`src/rtl/sma_pkg.sv`:
```
package sma_pkg;

  localparam int SAMPLE_W = 32;
  localparam int WIN_W = 9;
  localparam int SUM_W = SAMPLE_W + WIN_W;
  localparam int DEF_MAX_WINDOW = 256;
  localparam logic [WIN_W-1:0] WINDOW_RESET = WIN_W'(4);
  localparam int QUEUE_DEPTH = 2;

  // one division request: window sum and the divisor in force for it
  typedef struct packed {
    logic signed [SUM_W-1:0] sum;
    logic [WIN_W-1:0]        win;
  } req_t;

endpackage

```
`src/rtl/sma_back.sv`:
```
module sma_back (
  input  logic                         clk,
  input  logic                         rst,
  input  logic                         empty,
  input  sma_pkg::req_t                pop_data,
  output logic                         pop,
  output logic                         out_valid,
  input  logic                         out_stall,
  output logic [sma_pkg::SAMPLE_W-1:0] average
);

  localparam int CW = $clog2(sma_pkg::SUM_W + 1);
  localparam logic [CW-1:0] LAST_STEP = CW'(sma_pkg::SUM_W - 1);

  typedef enum logic [2:0] {
    B_IDLE = 3'b001,
    B_RUN  = 3'b010,
    B_DONE = 3'b100
  } state_t;

  state_t state;

  logic [sma_pkg::SUM_W-1:0] dvd;
  logic [sma_pkg::SUM_W-1:0] quo_signed;
  logic [sma_pkg::WIN_W-1:0] rem;
  logic [sma_pkg::WIN_W-1:0] div;
  logic [sma_pkg::WIN_W:0]   trial;
  logic                      ge;
  logic                      neg;
  logic [CW-1:0]             cnt;
  logic                      slot_free;

  assign pop = (state == B_IDLE) && !empty;
  assign slot_free = !out_valid || !out_stall;

  // restoring division, one quotient bit per cycle
  assign trial = {rem, dvd[sma_pkg::SUM_W-1]};
  assign ge = trial >= {1'b0, div};
  assign quo_signed = neg ? ~dvd + 1'b1 : dvd;

  always_ff @(posedge clk) begin
    if (rst) begin
      state <= B_IDLE;
      out_valid <= 1'b0;
      cnt <= '0;
    end else begin
      if ((state == B_DONE) && slot_free) begin
        out_valid <= 1'b1;
      end else if (out_valid && !out_stall) begin
        out_valid <= 1'b0;
      end
      unique case (state)
        B_IDLE: begin
          if (!empty) begin
            neg <= pop_data.sum[sma_pkg::SUM_W-1];
            dvd <= pop_data.sum[sma_pkg::SUM_W-1] ? ~pop_data.sum + 1'b1 : pop_data.sum;
            div <= pop_data.win;
            rem <= '0;
            cnt <= '0;
            state <= B_RUN;
          end
        end
        B_RUN: begin
          rem <= ge ? sma_pkg::WIN_W'(trial - {1'b0, div}) : trial[sma_pkg::WIN_W-1:0];
          dvd <= {dvd[sma_pkg::SUM_W-2:0], ge};
          cnt <= cnt + 1'b1;
          if (cnt == LAST_STEP) begin
            state <= B_DONE;
          end
        end
        B_DONE: begin
          if (slot_free) begin
            average <= quo_signed[sma_pkg::SAMPLE_W-1:0];
            state <= B_IDLE;
          end
        end
        default: begin
          state <= B_IDLE;
        end
      endcase
    end
  end

  a_div_nonzero: assert property (@(posedge clk) disable iff (rst)
    (state == B_RUN) |-> (div != '0))
    else $error("division with zero divisor");
  a_step_bound: assert property (@(posedge clk) disable iff (rst)
    (state == B_RUN) |-> (cnt <= LAST_STEP))
    else $error("divider ran past its last step");

endmodule

```
`config.mk`:
```
export PLATFORM = sky130hd
export DESIGN_NAME = sma_back
export DESIGN_NICKNAME = d
export VERILOG_FILES = /design/src/rtl/sma_pkg.sv /design/src/rtl/sma_back.sv
export SDC_FILE = /design/constraint.sdc
export NUM_CORES = 1
export LEC_CHECK = 0
export ABC_AREA = 1
export BUFFER_PORTS_ARGS = -buffer_cell sky130_fd_sc_hd__clkbuf_2
export CORE_MARGIN = 3
export CORE_UTILIZATION = 45
export CTS_BUF_LIST = sky130_fd_sc_hd__clkbuf_4
export DETAILED_ROUTE_END_ITERATION = 10
export PLACE_DENSITY_LB_ADDON = 0.3
export SYNTH_ARGS = -nofsm -noshare
export SYNTH_HDL_FRONTEND = slang
export SYNTH_SLANG_ARGS = --single-unit
```
`constraint.sdc`:
```
create_clock -name clk -period 3.6 [get_ports clk]
set_input_delay 0 -clock clk [delete_from_list [all_inputs] [get_ports clk]]
set_output_delay 0 -clock clk [all_outputs]
set_load 0.02 [all_outputs]
```
# ---- After elaboration in Yosys (flattened, before gate mapping)
# Cells that the tools add are included.
dict set report classes {
  addsub 4
  n_mul 0
  n_div 0
  magnitude_cmp 1
  eq_ne 7
  shift 0
  n_mux 15
  bitwise_logic 4
  reduce_logical 14
}
# cell n
set ops {}
lappend ops {{2-to-1 mux 41 bit} 2}
lappend ops {{case mux 41 bit (2 select lines)} 1}
lappend ops {{adder 41 x 1 -> 41 bit, second input constant} 1}
lappend ops {{NOT 41 bit} 1}
lappend ops {{adder 32 x 1 -> 32 bit, second input constant} 1}
lappend ops {{2-to-1 mux 32 bit} 1}
lappend ops {{NOT 32 bit} 1}
lappend ops {{2-to-1 mux 9 bit} 2}
lappend ops {{case mux 9 bit (2 select lines)} 1}
lappend ops {{case mux 6 bit (2 select lines)} 1}
lappend ops {{AND reduction 3 bit} 4}
lappend ops {{>= comparator 10 x 9 -> 1 bit} 1}
lappend ops {{2-to-1 mux 3 bit} 3}
lappend ops {{case mux 3 bit (3 select lines)} 1}
lappend ops {{subtractor 9 bit} 1}
lappend ops {{adder 6 x 1 -> 6 bit, second input constant} 1}
lappend ops {{equality test 6 bit, second input constant} 1}
lappend ops {{2-to-1 mux 6 bit} 1}
lappend ops {{inequality test 2 bit, second input constant} 3}
lappend ops {{nonzero test 2 bit} 2}
lappend ops {{equality test 3 x 1 -> 1 bit, second input constant} 1}
lappend ops {{equality test 3 x 2 -> 1 bit, second input constant} 1}
lappend ops {{equality test 3 bit, second input constant} 1}
lappend ops {{logical AND 1 bit} 3}
lappend ops {{other kinds (5)} 9}
dict set report word_totals {
  register_bits 102
  latch_bits 0
  mem_bits_rw 0
  mem_bits_ro 0
  inputBits 54
  wordCells 53
  memories 0
}

# ---- Logic depth before layout (Yosys ltp)
dict set report depth {
  depth_word 5
  mapped_depth 13
  ltp_nobuf 13
}

# ---- Least setup slack after synthesis
# No wires, ideal clock.
dict set report synth_timing {
  path_type {register to register}
  startpoint {reg state[0]}
  endpoint {reg dvd[0] (netlist bit), enable pin}
  setup_time_ps 458
  arrival_time_ps 2854
  slack_ps 288
  stages_incl_launch_ff 6
  n_path_buf 0
  synth_period_minus_slack_ps 3312
  cell_sequence {dfxtp_1 inv_1 nand3_2 nand2_1 nand2_2 nor2_1}
}
dict set report synth_via {
  elab_chain_cells 3
  elab_cells_between_ends 5
  classes_between {eq/ne (3); reduce/logical (2)}
}
# element line_no
set synth_rtl {}
lappend synth_rtl {{start: declaration} sma_back.sv:21} ;# state_t state;
lappend synth_rtl {{start signal: assignment} sma_back.sv:43} ;# state <= B_IDLE;
lappend synth_rtl {{start signal: assignment} sma_back.sv:60} ;# state <= B_RUN;
lappend synth_rtl {{start signal: assignment} sma_back.sv:68} ;# state <= B_DONE;
lappend synth_rtl {{equality test 3 x 1 -> 1 bit / equality test 3 x 2 -> 1 bit (equally long branches)} sma_back.sv:52} ;# unique case (state)
lappend synth_rtl {{inequality test 2 bit (no source line) / nonzero test 2 bit (equally long branches)} n/a}
lappend synth_rtl {{AND reduction 3 bit (no source line) *} n/a}
lappend synth_rtl {{end signal: assignment} sma_back.sv:56} ;# dvd <= pop_data.sum[sma_pkg::SUM_W-1] ? ~pop_data.sum + 1'b1 : pop_data.sum;
lappend synth_rtl {{end signal: assignment} sma_back.sv:65} ;# dvd <= {dvd[sma_pkg::SUM_W-2:0], ge};
lappend synth_rtl {{end: declaration} sma_back.sv:23} ;# logic [sma_pkg::SUM_W-1:0] dvd;
# Every way passes the cells marked *; elsewhere a longest branch is shown, timed or not.
# A chain may end at the register's enable or synchronous reset.

# ---- Worst setup path after layout
dict set report layout_timing {
  startpoint {reg dvd[40] (netlist bit)}
  endpoint {reg rem[4] (netlist bit), data pin}
}
dict set report layout_via {
  elab_chain_cells 3
  elab_cells_between_ends 4
  classes_between {add/sub (1); order compare (1); mux (2)}
}
# element line_no
set layout_rtl {}
lappend layout_rtl {{subtractor 9 bit / >= comparator 10 x 9 -> 1 bit (equally long branches)} {sma_back.sv:64, sma_back.sv:38}}
lappend layout_rtl {{2-to-1 mux 9 bit *} sma_back.sv:64} ;# rem <= ge ? sma_pkg::WIN_W'(trial - {1'b0, div}) : trial[sma_pkg::WIN_W-1:0];
lappend layout_rtl {{case mux 9 bit (2 select lines) *} sma_back.sv:52}
lappend layout_rtl {{end signal: assignment} sma_back.sv:64}
lappend layout_rtl {{end: declaration} sma_back.sv:25} ;# logic [sma_pkg::WIN_W-1:0] rem;
# Marked as above.

==> results_dict.tcl <==
set metrics [dict create \
    cts_buffers 9 \
    initial_core_util_pct 46.9 \
    vias 5999 \
    post_cts_buffers 0 \
    remaining_drc_errors 0 \
    viasPerCell 5.09 \
    relSlewSlack_pct 44.9 \
    setup_viol 0 \
    pin_count 88 \
    finalHoldViolations 0 \
    overflow 0 \
    chipHeight_um 127 \
    status "finished clean" \
    synth_edf_count 92 \
    crit_type "reg2reg" \
    cellPowerDensity_nw_per_um2 337 \
    start_kind "flop" \
    antenna_found_initial 1 \
    arrival_ns 2.59 \
    finClkSkew_ns 0.0198 \
    nets 1060 \
    final-max-slew-violation-count 0 \
    num_rows 43 \
    dpl.hpwl_um 12100 \
    clockRootBuffer "clkbuf_4" \
    fmax_mhz 444 \
    drt-wirelength-per-cell_um 14.1 \
    synth-main-ff-cell "edfxtp_1" \
    place_ws_ns 1.38 \
    drtPass1Iterations 6 \
    syn_nets 921 \
    track_usage_pct 21.3 \
    placed_area_um2 7240 \
    worstHoldPathType "in2reg" \
    leakage_nw 3.41 \
    crit_fanout 14 \
    ys_seq_area_share_pct 44.8 \
    drt_iter0_drc 613 \
    ys_warn_count 0 \
    drive_above_1_share_pct 15.1 \
    first_global_vias 5745 \
    fp.dieW_um 127 \
    area_growth_syn_to_layout_pct 20.1 \
    cts.path.max_buffers 2 \
    wl_um 16600 \
    worstMarginPinSlew_ns 0.826 \
    end_kind "flop" \
    hp-start "pop_data[6]" \
    clkLatencyLatePin_ns 0.49 \
    grt_setup_unrepaired "false" \
    setup_slack_ns 1.35 \
    gp_congestion 0.925 \
    io_buffers 87 \
    clkSinkCount 102 \
    yosysUniqueCellTypes 42 \
    worstReg2RegStart "dvd[40]" \
    syn_area_um2 6610 \
    fp.dieArea_um2 16200 \
    synthArstFlopShare_pct 0 \
    cts_tree "yes" \
    period_minus_slack_ns 2.25 \
    fin_area_um2 7940 \
    required_ns 3.94 \
    fin_hold_ws_ns 0.215 \
    min_period_over_period_pct 62.6 \
    post_cts_resized 0 \
    layout_common_cells "nand2_1, nor2_1, edfxtp_1" \
    max-cap-violations 0 \
    coreArea_um2 14100 \
    cts.htree.levels 3 \
    postSynthCellCount 853 \
    grt_pass1_wl_um 27700 \
    grt_max_degree 45 \
    tns_ns 0 \
    ir_worst_vdd_uv 238 \
    avgSynthCellArea_um2 7.74 \
    ant_nets 0 \
    utilization_pct 56.3 \
    mostFrequentLayoutCell "nand2_1" \
    synth-seq-cells 102 \
    crit_start "dvd[40]" \
    clk_pin_slew_ns 0.17 \
]
## what timing repair did
action                                 4_1_cts  5_1_grt
hold buffers                                54        0
endpoints found under the hold margin       69        0
setup endpoints to repair                    0        0
## state kept, by name (all words and copies together), names as in the netlist
| name | flops |
|---|---|
| average | 32 |
| cnt | 6 |
| div | 9 |
| dvd | 41 |
| neg | 1 |
| out_valid | 1 |
| rem | 9 |
| state | 3 |
## power breakdown
| group | switching, mW | internal (mW) | leakage [nW] | total, mW |
|---|---|---|---|---|
| Combinational | 0.368 | 0.217 | 2.40 | 0.585 |
| Clock | 0.419 | 0.221 | 0.0793 | 0.640 |
| Sequential | 0.0525 | 1.40 | 0.931 | 1.45 |
## layout make-up
class / instances / area [µm²]
multi-input cells: 639 / 3200
repair buffers: 148 / 1040
flip-flops and latches: 102 / 2960
well taps: 180 / 225
clock inverters: 7 / 85.1
diodes: 2 / 5.00
inverters: 92 / 345
fillers: 1335 / 6160
clock buffers: 9 / 67.6
## cells by family after synthesis
group / share of synthesized area (%)
AOI/OAI and AO/OA: 6.95
xor gates and xnor gates: 5.17
adders and majority gates: 2.77
buffers and inverters: 6.82
DFF: 44.8
and+or+nand+nor: 33.4
## Yosys cell counts (2+ instances only)
cell type | instances | area [µm²]
o21ai_2 | 2 | 17.5
nand2_4 | 2 | 22.5
nor2_4 | 3 | 33.8
nand3_1 | 83 | 415
buf_4 | 2 | 15.0
inv_1 | 85 | 319
nor3_1 | 8 | 40.0
clkinv_1 | 2 | 7.51
edfxtp_1 | 92 | 2760
nor2_1 | 129 | 484
a21oi_2 | 2 | 17.5
o21ai_1 | 17 | 85.1
nand4_1 | 10 | 62.6
nand2_1 | 223 | 837
xor2_1 | 33 | 289
dfxtp_1 | 10 | 200
inv_2 | 5 | 18.8
buf_2 | 5 | 25.0
buf_6 | 2 | 22.5
nand3b_1 | 13 | 97.6
ha_1 | 13 | 163
nand2_2 | 8 | 50.1
nor2_2 | 11 | 68.8
o21ai_0 | 46 | 230
nor3_2 | 2 | 20.0
or2_1 | 3 | 18.8
xnor2_1 | 6 | 52.6
clkbuf_1 | 10 | 37.5
a21oi_1 | 13 | 65.1
## per-stage QoR
step | instances | power, mW
6_report | 1179 | 2.67
2_1_floorplan | 853 | 1.84
4_1_cts | 1177 | 2.69
5_1_grt | 1179 | 2.83
3_5_place_dp | 1107 | 2.01
3_3_place_gp | 1107 | 2.00
## per-layer routing
| metal | vias up | part of all wire (%) | GRT usage, % |
|---|---|---|---|
| met5 | - | 0 | 0 |
| met4 | 0 | 2.7 | 8.64 |
| met3 | 36 | 5.5 | 4.26 |
| met2 | 188 | 48 | 35.3 |
| met1 | 2697 | 44 | 27.4 |
| li1 | 3078 | - | - |
## final timing paths
path,endpoint,depth (start not counted),slack [ns]
max,rem[4],13,1.35
min,div[6],2,0.21
max reg2reg,rem[4],13,1.35
min reg2reg,cnt[5],2,0.54
## critical path, cell delays in order (launching register included)
cell and delay [ns]:
edfxtp_1 0.42, inv_1 0.07, ha_1 0.15, inv_1 0.07
fa_1 0.40, nand3_1 0.11, nand2_2 0.09, nand2_1 0.07
nand2_1 0.07, nand2_1 0.08, nand2_2 0.18, inv_1 0.24
nor2_1 0.06, nor2_1 0.11
Note: power is estimated with default switching activity, not from simulation.
