--- config.mk ---
export PLATFORM = sky130hd
export DESIGN_NAME = sma_queue
export DESIGN_NICKNAME = d
export VERILOG_FILES = /design/src/rtl/sma_pkg.sv /design/src/rtl/sma_queue.sv
export SDC_FILE = /design/constraint.sdc
export NUM_CORES = 1
export LEC_CHECK = 0
export BUFFER_PORTS_ARGS = -buffer_cell sky130_fd_sc_hd__buf_2
export CORE_ASPECT_RATIO = 1.4
export CORE_UTILIZATION = 45
export CTS_CLUSTER_SIZE = 16
export DETAILED_ROUTE_END_ITERATION = 10
export HOLD_SLACK_MARGIN = 0.02
export PLACE_DENSITY = 0.7
export REMOVE_ABC_BUFFERS = 1
export SLEW_MARGIN = 20
export SYNTH_ARGS = -nofsm -noshare
export SYNTH_HDL_FRONTEND = slang
export SYNTH_SLANG_ARGS = --single-unit
--- constraint.sdc ---
create_clock -name clk -period 4.7 [get_ports clk]
set_clock_uncertainty 0.2 [all_clocks]
set_input_delay 0.94 -clock clk [delete_from_list [all_inputs] [get_ports clk]]
set_output_delay 0.94 -clock clk [all_outputs]
set_load 0.01 [all_outputs]
--- src/rtl/sma_pkg.sv ---
package sma_pkg;

  localparam int SAMPLE_W = 32;
  localparam int WIN_W = 9;
  localparam int SUM_W = SAMPLE_W + WIN_W;
  localparam int DEF_MAX_WINDOW = 256;
  localparam logic [WIN_W-1:0] WINDOW_RESET = WIN_W'(4);
  localparam int QUEUE_DEPTH = 2;

  // one division request: window sum and the divisor in force for it
  typedef struct packed {
    logic signed [SUM_W-1:0] sum;
    logic [WIN_W-1:0]        win;
  } req_t;

endpackage

--- src/rtl/sma_queue.sv ---
module sma_queue (
  input  logic          clk,
  input  logic          rst,
  input  logic          push,
  input  sma_pkg::req_t push_data,
  output logic          full,
  input  logic          pop,
  output sma_pkg::req_t pop_data,
  output logic          empty
);

  localparam int QW = $clog2(sma_pkg::QUEUE_DEPTH);

  sma_pkg::req_t slots [sma_pkg::QUEUE_DEPTH];
  logic [QW-1:0] wp;
  logic [QW-1:0] rp;
  logic [QW:0]   cnt;

  assign full = cnt == (QW + 1)'(sma_pkg::QUEUE_DEPTH);
  assign empty = cnt == '0;
  assign pop_data = slots[rp];

  always_ff @(posedge clk) begin
    if (push && !full) begin
      slots[wp] <= push_data;
    end
  end

  always_ff @(posedge clk) begin
    if (rst) begin
      wp <= '0;
      rp <= '0;
      cnt <= '0;
    end else begin
      if (push && !full) begin
        wp <= wp + 1'b1;
      end
      if (pop && !empty) begin
        rp <= rp + 1'b1;
      end
      if ((push && !full) && !(pop && !empty)) begin
        cnt <= cnt + 1'b1;
      end else if (!(push && !full) && (pop && !empty)) begin
        cnt <= cnt - 1'b1;
      end
    end
  end

  a_no_overflow: assert property (@(posedge clk) disable iff (rst) push |-> !full)
    else $error("request pushed into full queue");
  a_no_underflow: assert property (@(posedge clk) disable iff (rst) pop |-> !empty)
    else $error("request popped from empty queue");

endmodule

Yosys cells after proc, flatten, opt, wreduce, memory -nomap -nowiden
Memory sizes are Yosys's and may differ from the RTL's. A register that Yosys moved wholly into a read port is not among the register bits.
Cells that the tools add are included.
Word-level totals
  register bits after elaboration: 4
  bits in latches: 0
  memory bits (writable): 100
  memory bits (read-only): 0
  input bits: 54
  output and inout port bits: 52
  memories: 1
Memories
  slots: depth 2, width 50, rd ports 1, clocked after Yosys merged registers in 1, wr ports 1, RTL line sma_queue.sv:14  | sma_pkg::req_t slots [sma_pkg::QUEUE_DEPTH];
Operators by class
  add/sub/neg operators: 4
  multipliers: 0
  div/mod/pow operators: 0
  order comparisons: 0
  equal/unequal tests: 1
  shift-type cells: 0
  muxes and demuxes: 6
  bitwise gates (word level): 0
  reductions and logical operators: 10
Operators with widths (number)
  logical AND 1 bit: 4
  zero test 1 bit: 4
  two-way mux 1 bit: 4
  two-way mux 2 bit: 2
  adder 1 bit (second input constant): 2
  adder 2 x 1 -> 2 bit (second input constant): 1
  == test 2 bit (second input constant): 1
  zero test 2 bit: 1
  nonzero test 2 bit: 1
  subtractor 2 x 1 -> 2 bit (second input constant): 1

Longest topological paths before layout
Gate-level depths: netlist (run 1).
  depth in word-level cells: 7
  depth in mapped cells: 6
  gate-level depth less buffers: 6

Worst setup path before layout (run 1)
Ideal clock, no wire load.
  kind: input -> register
  start: input port push
  end: memory slots[1][0] (netlist name), enable pin
  setup time: 0.413 ns
  data arrival time: 2.321 ns
  data required time: 4.087 ns
  slack: 1.766 ns
  cell stages on the path: 3
  path through: inv_1 nor2_1 and2_1
Between the ends
  longest elaborated chain between the ends: 3
Ends and longest elaborated chain
  from (decl): RTL line sma_queue.sv:4  | input logic push,
  logical AND 1 bit: RTL line sma_queue.sv:24  | if (push && !full) begin
  two-way mux 1 bit: RTL line sma_queue.sv:24
  two-way mux 1 bit (implied by the code): RTL line sma_queue.sv:25  | slots[wp] <= push_data;
  to (decl): RTL line sma_queue.sv:14
Every way passes these cells.

==> run metrics, run 1 <==
run status=finished clean; Synth area leader=edfxtp_1; yosys warns=0; TNS Setup=0 ns; synth top area cells=edfxtp_1 79%, mux2_2 14%, dfxtp_1 2.6%; met2 usage=between 20% and 30%; Worst path max stage delay=0.93 ns; Finished Cell Area=4760 sq um; max cap viols=0; initial antenna violation count=0; total power=around 2.6 mW; min cycle time layout=roughly 3.2 ns; Hold Fails Final Rpt=0; Die Wd=approximately 80 microns; DRT Pass-1 Iters=4; worst path required time=3.56 ns; Placed Area=approximately 4500 sq um; port bufs=between 100 and 150; Final period util=just under 70%; Netlist cell types=15; DRC viols=0; Die H=between 100 and 150 microns; total die area=a little under 9000 sq um; CTS Buffer Depth=2; Max-slew headroom=between 20% and 30%; vias in the first global route=between 1500 and 2000; Syn Inst Count=between 150 and 200; CTS tree=built; Worst Path Class, Setup=flip-flop to output port; startpoint types=flip-flop; CP delay by family, top=flip-flops; Worst-Margin Slew=1.08 ns; drt total wl=between 6 and 7 mm; HPWL after DPL=4.19 mm; RSZ-0062 raised after global routing=false; Core Area=8200 sq um; number of synthesized flops with an enable pin=100; 1st-iter DRT viols=98; critical path buffer and inverter count=2; vias per cell=about 4.9; most common cell in the netlist=edfxtp_1; M1 GR Usage=between 10% and 20%; Commonest cells post-synth=100 x edfxtp_1, 46 x mux2_2, 5 x buf_2, 5 x dfxtp_1, 5 x nor2_1; WL per Instance=around 16 microns; Starting Density=between 40% and 50%; Tot GR Track Use=15.2%; row cnt=39; #FFs+latches synth=between 100 and 150; Hold WS=0.298 ns; worst-path cell chain=buf_4 -> mux2_2 -> buf_2; Avg Inst Size Synth=approximately 21 sq um; final setup violation count=0; ys async rst share=0%; CP Capture Type=output port; Slew Limit Fails=0; largest net degree at the start of global routing=51; CTS sink cnt=~110; Critical Path AT=~2.1 ns; H-tree Lvls=3; Synth top area share=approximately 79%; sequential area share after synthesis=~81%; final core utilization=between 50% and 60%; gr ovfl total=0; CTS buffer count=9; met3 Use GR=approximately 3.3%; hold crit path type=flip-flop to flip-flop; share of layout cells above drive strength 1=between 50% and 60%; Skew-Pair Late Insertion Delay=0.33 ns; n_diodes=0; clock root buffer master=clkbuf_16; Post-Syn Area=between 3000 and 4000 sq um; Area Growth Syn to Fin=24.9%; gr busiest metal=met2; Leakage=1.79 nW; maximum net fanout on the critical path=39; hold buffer count at cts=0; I/O pin count=106; maximum clock frequency=about 0.31 GHz; total number of vias=between 1500 and 2000; CTS resizes=0; predominant post-synthesis flop cell=edfxtp_1; PD cells=about 540 nW/um^2; slowest cell on the critical path=dfxtp_2; Worst VDD drop=roughly 0.41 mV; DRT antenna net count=0; Clock Pin Slew Worst Setup and Hold Paths=0.06 ns; gpl congestion=0.750; fin nets=about 350; global-route wire length before repair=9.63 mm; total setup buffers inserted after CTS=0
==> where the power goes <==
part,switching (mW),internal (mW)
clock network,0.292,0.456
registers,0.0800,1.18
logic,0.280,0.284
==> sequential cells by signal (all words and copies together) (netlist names), named ones only <==
signal,cells
slots,100
rp,1
wp,1
cnt,2
==> worst paths after layout <==
check | startpoint | end | slack, ns | cells past startpoint
max | flip-flop | pop_data[19] | 1.46 | 3
min | wp | wp | 0.30 | 2
max reg2reg | cnt[0] | slots[0][19] | 2.43 | 3
min reg2reg | wp | wp | 0.30 | 2
==> final cells by class <==
cell class | count | area [sq um]
fillers | 672 | 3430
flip-flops and latches | 105 | 3100
multi-input cells | 68 | 674
repair buffers | 107 | 541
clock buffers | 14 | 274
well taps | 102 | 128
clock inverters | 2 | 35.0
inverters | 2 | 7.51
==> tightest hold or removal path, stage by stage (launching register included) <==
cell	delay, ns
dfxtp_1	0.32
o21ai_0	0.07
a21oi_1	0.06
==> kinds of logic after synthesis <==
family	after synthesis	share of synthesized area [%]
flip-flops	105	81.4
multiplexers	50	14.8
AND/OR/NAND/NOR	9	1.21
buffers and inverters	8	0.952
AO/OA/AOI/OAI	5	0.656
XOR/XNOR	3	0.689
adder cells (fa/ha/maj)	1	0.328
==> layout by cell type (no fill, tap or decap) <==
| master | n |
|---|---|
| mux2_1 | 4 |
| a21oi_1 | 2 |
| and2_2 | 1 |
| clkinv_2 | 1 |
| inv_1 | 1 |
| ha_1 | 1 |
| mux2_2 | 46 |
| buf_4 | 2 |
| nor2b_2 | 1 |
| dfxtp_1 | 4 |
| clkbuf_16 | 9 |
| nor2_1 | 5 |
| xor2_1 | 3 |
| clkbuf_8 | 3 |
| clkbuf_1 | 2 |
| o21ai_0 | 3 |
| buf_2 | 105 |
| edfxtp_1 | 100 |
| dfxtp_2 | 1 |
| inv_2 | 1 |
| or3_1 | 2 |
| bufinv_16 | 1 |
==> metrics by stage <==
| step | cells | worst slack [ns] |
|---|---|---|
| global route | 400 | 1.30 |
| floorplan | 175 | 1.75 |
| detailed placement | 384 | 1.76 |
| CTS | 400 | 1.38 |
| global placement | 384 | 1.78 |
| finish | 400 | 1.46 |
==> metal layers <==
layer	up-vias	part of all wire [%]
met5	-	0
met4	0	3.8
li1	931	-
met2	69	55
met1	953	36
met3	16	4.4
Power figures use the tool's default switching activity.
==> run 2, diff against run 1 <==
- clock period: 4.7 -> 3.1 ns (I/O delays scaled with it)
==> run metrics, run 2 (synthesis gave the netlist of run 1 again) <==
run status=finished clean (unchanged); final core utilization=58.0% (was 58.1%); Comb pwr share=24.5% (was 21.9%); critical path buffer and inverter count=2 (unchanged); DRT antenna net count=0 (unchanged); hold buffer count at cts=0 (unchanged); Worst-Margin Slew=0.530 ns (was 1.08 ns); slowest cell on the critical path=dfxtp_2 (unchanged); CP delay by family, top=flip-flops (unchanged); initial antenna violation count=0 (unchanged); CP Capture Type=output port (unchanged); HPWL after DPL=4.09 mm (was 4.19 mm); met2 WL=3.51 mm (was 3.52 mm); Hold Fails Final Rpt=0 (unchanged); Net Switching=0.997 mW (was 0.652 mW); worst path required time=2.28 ns (was 3.56 ns); max cap viols=0 (unchanged); startpoint types=flip-flop (unchanged); fin nets=349 (was 348); Final period util=a little over four fifths; Top Layer Used=met4 (unchanged); total number of vias=1961 (was 1969); min cycle time layout=2.62 ns; most frequent cells in the layout=105 x buf_2, 100 x edfxtp_1, 46 x mux2_2 (unchanged); max reg flops=100 (unchanged); vias per cell=4.90 (was 4.92); global-route wire length before repair=9.27 mm (was 9.63 mm); DRT Pass-1 Iters=4 (unchanged); maximum clock frequency=between 0.3 and 0.4 GHz; Largest regs=slots (100), cnt (2) (unchanged); met3 WL=263 microns (was 282 microns); Place WS=0.798 ns (was 1.76 ns); Skew-Pair Late Insertion Delay=0.33 ns (about the same); final setup violation count=0 (unchanged); Area Growth Syn to Fin=24.6% (was 24.9%); Worst Path Class, Setup=flip-flop to output port (unchanged); M1 wire length=2.41 mm (was 2.30 mm); total die area=8850 sq um (unchanged); Clock Pin Slew Worst Setup and Hold Paths=0.06 ns (about the same); internal reg-to-reg setup slack=1.35 ns (was 2.43 ns); Placed Area=4500 sq um (was 4450 sq um); Finished Layout Cells=400 (unchanged); CTS buffer count=9 (unchanged); Finished Cell Area=4750 sq um (was 4760 sq um); drt total wl=6.34 mm (unchanged); clock power share=25.7% (was 29.1%); CTS resizes=0 (unchanged); P_int=2.77 mW (was 1.92 mW); commonest non-fill, non-tap cell in the layout=buf_2 (unchanged); Hold WS=0.273 ns (was 0.298 ns); PD cells=794 nW/um^2 (was 540 nW/um^2); vias in the first global route=1928 (was 1991); CTS Buffer Depth=2 (unchanged); share of layout cells above drive strength 1=57.4% (unchanged); Die H=111 microns (unchanged); Tot GR Track Use=14.5% (was 15.2%); 1st-iter DRT viols=71 (was 98); total setup buffers inserted after CTS=0 (unchanged); gr ovfl total=0 (unchanged); CTS tree=built (unchanged); CTS sink cnt=105 (unchanged); largest net degree at the start of global routing=51 (unchanged); Core Area=8200 sq um (unchanged); n_diodes=0 (unchanged); Slew Limit Fails=0 (unchanged); setup ws final=0.481 ns (was 1.46 ns); Worst path max stage delay=0.67 ns (was 0.93 ns); I/O pin count=106 (unchanged); total power=3.77 mW (was 2.57 mW); H-tree Lvls=3 (unchanged); Max-slew headroom=64.7% (was 28.0%); Critical Path AT=1.80 ns (was 2.10 ns); RSZ-0062 raised after global routing=false (unchanged); part of the power in registers=49.7% (was 49.0%); TNS Setup=0 ns (unchanged); row cnt=39 (unchanged); port bufs=105 (unchanged); WL per Instance=15.9 microns (unchanged); sw frac=26.4% (was 25.3%); DP Cell Count=385 (was 384); maximum net fanout on the critical path=30 (was 39); Worst VDD drop=0.491 mV (was 0.405 mV); DRC viols=0 (unchanged); Leakage=1.79 nW (about the same); clock root buffer master=clkbuf_16 (unchanged); worst-path cell chain=buf_12 -> mux2_2 -> buf_2 (was buf_4 -> mux2_2 -> buf_2); Die Wd=79.8 microns (unchanged); Starting Density=46.5% (unchanged); Biggest register=slots (unchanged); gpl congestion=0.698 (was 0.750); hold crit path type=primary input to flip-flop (was flip-flop to flip-flop)
==> run 2: final cells by class <==
class | instances | area [sq um]
fill | 654 | 3450
sequential | 105 | 3100
multi-input combinational | 68 | 674
timing repair buffer | 108 | 586
clock buffer | 10 | 229
tap | 102 | 128
clock inverter | 5 | 23.8
inverter | 2 | 7.51
==> run 2: final timing paths <==
kind,from,end,depth (start not counted)
max,flip-flop,pop_data[31],3
min,push_data[21],slots[0][21],1
max reg2reg,cnt[1],slots[0][8],4
min reg2reg,wp,wp,2
==> run 2: per-layer routing <==
metal  track usage (%)  vias to the layer above
met1              15.3                      970
met3              2.47                        9
met2              25.7                       50
li1                  -                      932
met5                 0                        -
met4              9.29                        0
==> run 2: power by group through the flow <==
stage / clock network, mW / logic [mW] / registers (mW)
final: 0.971 / 0.926 / 1.87
after global routing: 1.05 / 1.00 / 1.90
after CTS: 1.00 / 0.949 / 1.88
after detailed placement: 0 / 0.944 / 1.91
after global placement: 0 / 0.937 / 1.90
after floorplan: 0 / 0.538 / 1.92
==> run 3, diff against run 2 <==
- PLACE_DENSITY: 0.7 -> 0.73
- clock period: 3.1 -> 2.3 ns (I/O delays scaled with it)
==> run metrics, run 3 (synthesis gave the netlist of run 1 again) <==
WL per Instance=15.0 microns (was 15.9 microns); maximum net fanout on the critical path=20 (was 30); PD cells=1080 nW/um^2 (was 794 nW/um^2); RSZ-0062 raised after global routing=false (unchanged); Worst-Margin Slew=0.330 ns (was 0.530 ns); gpl congestion=0.683 (was 0.698); Critical Path AT=1.50 ns (was 1.80 ns); TNS Setup=0 ns (unchanged); Biggest register=slots (unchanged); row cnt=39 (unchanged); Clock Pin Slew Worst Setup and Hold Paths=0.06 ns (about the same); initial antenna violation count=0 (unchanged); startpoint types=flip-flop (unchanged); total number of vias=1940 (was 1961); worst path required time=1.64 ns (was 2.28 ns); drt total wl=6.02 mm (was 6.34 mm); DP Cell Count=387 (was 385); min cycle time layout=roughly 2.2 ns; CTS buffer count=9 (unchanged); CTS resizes=0 (unchanged); final setup violation count=0 (unchanged); Die H=111 microns (unchanged); port bufs=105 (unchanged); 1st-iter DRT viols=89 (was 71); DRT Pass-1 Iters=4 (unchanged); commonest non-fill, non-tap cell in the layout=buf_2 (unchanged); hold buffer count at cts=0 (unchanged); fin nets=351 (was 349); Sequential Area=3100 sq um (unchanged); Worst VDD drop=0.815 mV (was 0.491 mV); Skew-Pair Late Insertion Delay=0.33 ns (about the same); CTS Buffer Depth=2 (unchanged); vias per cell=4.83 (was 4.90); Max-slew headroom=77.8% (was 64.7%); Largest regs=slots (100), cnt (2) (unchanged); DRT antenna net count=0 (unchanged); I/O pin count=106 (unchanged); maximum clock frequency=between 0.4 and 0.5 GHz; total power=5.18 mW (was 3.77 mW); Core Area=8200 sq um (unchanged); Area Growth Syn to Fin=25.3% (was 24.6%); gr ovfl total=0 (unchanged); Slew Limit Fails=0 (unchanged); HPWL after DPL=3.99 mm (was 4.09 mm); Hold WS=0.113 ns (was 0.273 ns); Tot GR Track Use=14.6% (was 14.5%); Leakage=1.80 nW (was 1.79 nW); max reg flops=100 (unchanged); CP Capture Type=output port (unchanged); run status=finished clean (unchanged); DRC viols=0 (unchanged); Final period util=93.9%; area of the multi-input gates=674 sq um (unchanged); global-route wire length before repair=9.34 mm (was 9.27 mm); most frequent cells in the layout=105 x buf_2, 100 x edfxtp_1, 46 x mux2_2 (unchanged); largest net degree at the start of global routing=51 (unchanged); total die area=8850 sq um (unchanged); vias in the first global route=2043 (was 1928); CTS sink cnt=105 (unchanged); Finished Layout Cells=402 (was 400); CTS tree=built (unchanged); # fillers=664 (was 654); H-tree Lvls=3 (unchanged); hold crit path type=primary input to flip-flop (unchanged); Die Wd=79.8 microns (unchanged); share of layout cells above drive strength 1=57.3% (was 57.4%); clock root buffer master=clkbuf_16 (unchanged); Hold Fails Final Rpt=0 (unchanged); total setup buffers inserted after CTS=0 (unchanged); max cap viols=0 (unchanged); Worst Path Class, Setup=flip-flop to output port (unchanged); n_diodes=0 (unchanged); Starting Density=46.5% (unchanged)
-- run 3: cell types whose count changed in the layout (fill, tap and decap cells not counted) --
cell	delta
bufinv_16	+1
clkinv_1	+1
clkinv_2	-2
buf_12	-1
buf_4	+3
-- run 3: per-stage QoR --
stage / utilization (%) / instance area (sq um) / worst slack [ns]
finish: 58.3 / 4780 / 0.141
global route: 58.3 / 4780 / 0.0623
CTS: 58.3 / 4780 / 0.108
detailed placement: 54.9 / 4500 / 0.432
global placement: 54.9 / 4500 / 0.453
floorplan: - / 3780 / -0.173
-- run 3: critical path: stages, from the launching register on --
cell and delay (ns):
dfxtp_2 0.35, buf_4 0.28, mux2_2 0.38, buf_2 0.15
-- run 3: metal layers --
metal	share of wire [%]	routed length (microns)	GRT usage, %
met5	0	0	0
met4	3.5	208	10.7
met3	3.7	223	2.47
met2	56	3350	26.2
met1	37	2240	14.5
-- run 3: layout make-up --
| type | instances | share of cell area [%] |
|---|---|---|
| multi-input cells | 68 | 14.1 |
| flip-flops and latches | 105 | 65.0 |
| well taps | 102 | 2.67 |
| inverters | 2 | 0.157 |
| clock buffers | 10 | 4.79 |
| repair buffers | 110 | 12.3 |
| clock inverters | 5 | 0.995 |
-- run 3: final timing paths --
check / cells after the start / to / slack [ns] / start
hold / removal: 1 / slots[0][1] / 0.11 / push_data[1]
setup / recovery: 3 / pop_data[12] / 0.14 / flip-flop
setup reg to reg: 4 / cnt[1] / 0.53 / cnt[0]
hold reg to reg: 2 / wp / 0.29 / wp
-- run 3: report_power, final --
part           internal, mW  switching [mW]
Clock                 0.825           0.581
Combinational         0.625           0.668
Sequential             2.40          0.0729
Total                  3.85            1.32
